<file path="src/rtl/mbf_ram.sv">
// Generic single-clock RAM, one write port, one registered read port.
// No dependencies.
`default_nettype none
module mbf_ram #(
   parameter int WIDTH = 8,
   parameter int DEPTH = 16
) (
   input  wire logic                     clock,
   input  wire logic                     we,
   input  wire logic [$clog2(DEPTH)-1:0] waddr,
   input  wire logic [WIDTH-1:0]         wdata,
   input  wire logic                     re,
   input  wire logic [$clog2(DEPTH)-1:0] raddr,
   output logic      [WIDTH-1:0]         rdata
);
   logic [WIDTH-1:0] mem_ff [DEPTH];

   always_ff @(posedge clock) begin
      if (we) begin
         mem_ff[waddr] <= wdata;
      end
      if (re) begin
         rdata <= mem_ff[raddr];
      end
   end
endmodule
`default_nettype wire
</file>
<file path="config.mk">
export PLATFORM = sky130hd
export DESIGN_NAME = mbf_ram
export DESIGN_NICKNAME = d
export VERILOG_FILES = /design/src/rtl/mbf_ram.sv
export SDC_FILE = /design/constraint.sdc
export NUM_CORES = 1
export LEC_CHECK = 0
export CAP_MARGIN = 20
export CORE_MARGIN = 10
export CORE_UTILIZATION = 60
export CTS_CLUSTER_SIZE = 10
export DETAILED_ROUTE_END_ITERATION = 8
export DONT_BUFFER_PORTS = 1
export GPL_TIMING_DRIVEN = 0
export PLACE_DENSITY = 0.78
export SYNTH_ARGS = -nofsm -noshare
export SYNTH_HDL_FRONTEND = slang
export SYNTH_SLANG_ARGS = --single-unit
</file>
<file path="constraint.sdc">
create_clock -name clock -period 3.3 [get_ports clock]
set_clock_uncertainty 0.2 [all_clocks]
set_input_delay 0.33 -clock clock [delete_from_list [all_inputs] [get_ports clock]]
set_output_delay 0.33 -clock clock [all_outputs]
set_load 0.02 [all_outputs]
</file>
==> summary.md <==
| Metric | Value |
|---|---|
| # rows | `33` |
| CTS tree | `built` |
| Congestion Overflow GR | `0` |
| Total clock sinks | `136` |
| Worst Reg-to-Reg Cells | `3` |
| Fmax | `517 MHz` |
| Core area | `8340 um2` |
| Worst slew margin | `45.3%` |
| Crit-path cells | `dlygate4sd3_1 > nor3_1 > buf_4` |
| Critical path depth in cells | `3` |
| Number of setup buffers added after CTS | `0` |
| Drt initial violations | `251` |
| Final max-slew violation count | `0` |
| Data required, critical path | `3320 ps` |
| RR Startpoint | `mem_ff[5][0]` |
| Tcrit/Tclk final | `58.6%` |
| Detail Route Antenna Nets | `0` |
| Register clock-pin slew on the reported worst setup and hold paths | `60 ps` |
| H-tree levels | `4` |
| CP startpoint kind | `input port` |
| CTS root buffer | `clkbuf_8` |
| Yosys reg bits | `136` |
| ANT cells | `0` |
| Largest cells by area after synthesis | `edfxtp_1, mux4_2, mux4_1, a22oi_1, nor2_1` |
| Synth top cells by count | `edfxtp_1, mux4_2, a22oi_1, mux4_1, nor2_1` |
| Initial antenna violation count | `0` |
| Die Height | `113 um` |
| DRC | `0` |
| First-pass GRT wire length | `16.4 mm` |
| Vias in the first global route | `2564` |
| Clock buffer depth | `2` |
| R2R Path End | `rdata[0]` |
| Tmin final | `1940 ps` |
| Crit path largest cell delay | `710 ps` |
| Fin. Hold Viols | `0` |
| Setup violators final | `0` |
| Arr. time, crit path | `1960 ps` |
| Post-layout instance area | `6060 um2` |
| Total wire length | `10.8 mm` |
| Drt pass-1 iters | `5` |
| Worst-Margin Slew | `815 ps` |
| Peak VDD IR | `0.502 mV` |
| Synthesis-to-finish area growth | `16.0%` |
| RSZ-0062 raised after global routing | `false` |
| Post-CTS Resized | `0` |
| Largest net degree at the start of global routing | `17` |
| Crit Path Class | `in -> reg` |
| Post-synth cell types | `18` |
| GRT Total Usage | `17.8%` |
| Post-Syn Area | `5230 um2` |
| Ys Warns | `0` |
| CP top delay family | `buffers and inverters` |
| Clk Latency, worst-skew pair | `510 ps` |
| Status | `finished clean` |
| Worst hold path class | `in -> reg` |
| Sequential-to-total area share from yosys stat | `78.1%` |
| Setup crit start | `waddr[1]` |
| CP bufs+invs | `2` |
| Reg2reg setup slack | `1470 ps` |
| Initial core utilization | `62.7%` |
| Die area | `12800 um2` |
| Worst Setup EP | `mem_ff[8][1]` |
| CP max FO | `5` |
| Most frequent cell after synthesis | `edfxtp_1` |
| Synthesized Nets | `248` |
| Count of flip-flops with a built-in enable after synthesis | `136` |
| Leak | `2.00 nW` |
| Gpl congestion | `0.705` |
| Vias per cell | `6.70` |
| Power Dens Cells | `649 nW/um2` |
| Max Cap Viol | `0` |
| Most used DFF post-synth | `edfxtp_1` |
| IO Port Bufs | `0` |
| Chip width | `113 um` |
| Average wire per cell in the routed design | `28.3 um` |
| Synth area leader | `edfxtp_1` |
| Worst path slowest cell | `nor3_1` |
| Critical path endpoint category | `flip-flop` |
| Layout cells sized above 1 | `20.9%` |
| IO Pins | `27` |
| Synth Area per Inst | `22.8 um2` |
| Post-Synthesis Cells | `229` |
| Vias | `2558` |
| Placement Cell Area | `5380 um2` |
| Setup TNS | `0 ps` |
| Yosys top cell area share | `78.1%` |
| Total power | `0.00393 W` |
| Number of nets in the layout | `283` |
| Worst hold path startpoint | `raddr[1]` |
| Detailed Place HPWL | `6.39 mm` |
| Hold bufs inserted after CTS | `12` |
| Fraction of registers with async set or reset after synthesis | `0%` |
| Num CTS Buffers | `17` |
## registers in the layout, summed over array words and instances, names as in the netlist
register / cells
rdata: 8
mem_ff: 128
## per-stage QoR
stage	utilization [%]	hold WS (ps)	setup WS, ps	cells
2_1_floorplan	-	229	1280	229
3_3_place_gp	64.3	230	866	334
3_5_place_dp	64.6	230	1150	338
4_1_cts	72.7	46.6	1390	382
5_1_grt	72.7	51.9	1340	382
6_report	72.7	54.5	1360	382
## layer usage
metal | up-vias | wire [um] | track usage (%)
met2 | 168 | 5190 | 27.0
met4 | 0 | 370 | 8.46
li1 | 1057 | - | -
met5 | - | 0 | 0
met3 | 28 | 1020 | 6.29
met1 | 1305 | 4250 | 22.5
## worst min-delay path by stage
stage | to | slack [ps] | cells after the start
final | rdata[7] | 50 | 3
after global routing | rdata[7] | 50 | 3
after CTS | rdata[7] | 50 | 3
after detailed placement | mem_ff[15][1] | 230 | 0
after global placement | mem_ff[3][7] | 230 | 0
after floorplan | mem_ff[0][0] | 230 | 0
## where the power goes
part	total (W)	switching [W]	internal, W
Clock	0.00179	0.000648	0.00114
Sequential	0.00197	0.0000228	0.00195
Combinational	0.000173	0.000100	0.0000723
## cells in the final DEF, fill, tap and decap left out, drive strengths merged, types with 2 or more instances in the layout
cell type	netlist	layout
edfxtp	136	136
mux4	32	32
clkbuf	0	22
a22oi	16	16
nor2	13	13
dlygate4sd3	0	12
buf	7	11
nand2	9	9
clkinv	0	5
nor3	4	4
clkdlybuf4s25	3	3
bufinv	0	3
nand3b	2	2
nand2b	2	2
clkinvlp	0	2
## cells by family after synthesis
logic type | synth area share [%]
AOI/OAI and AO/OA | 2.30
DFF | 78.1
muxes | 14.8
and+or+nand+nor | 3.14
buffers and inverters | 1.65
## cell type report
type / instances / area (um2)
Buffer: 10 / 86.3
Clock buffer: 22 / 433
Clock inverter: 10 / 128
Fill cell: 464 / 2280
Multi-Input combinational cell: 83 / 1060
Sequential cell: 136 / 4080
Tap cell: 105 / 131
Timing Repair Buffer: 16 / 145
## tightest hold or removal path, delay by kind of cell
family / cells / cell delay [ps]
multiplexers: 1 / 150
AO/OA/AOI/OAI: 1 / 100
AND/OR/NAND/NOR: 1 / 80
(Power assumes the default switching activity.)
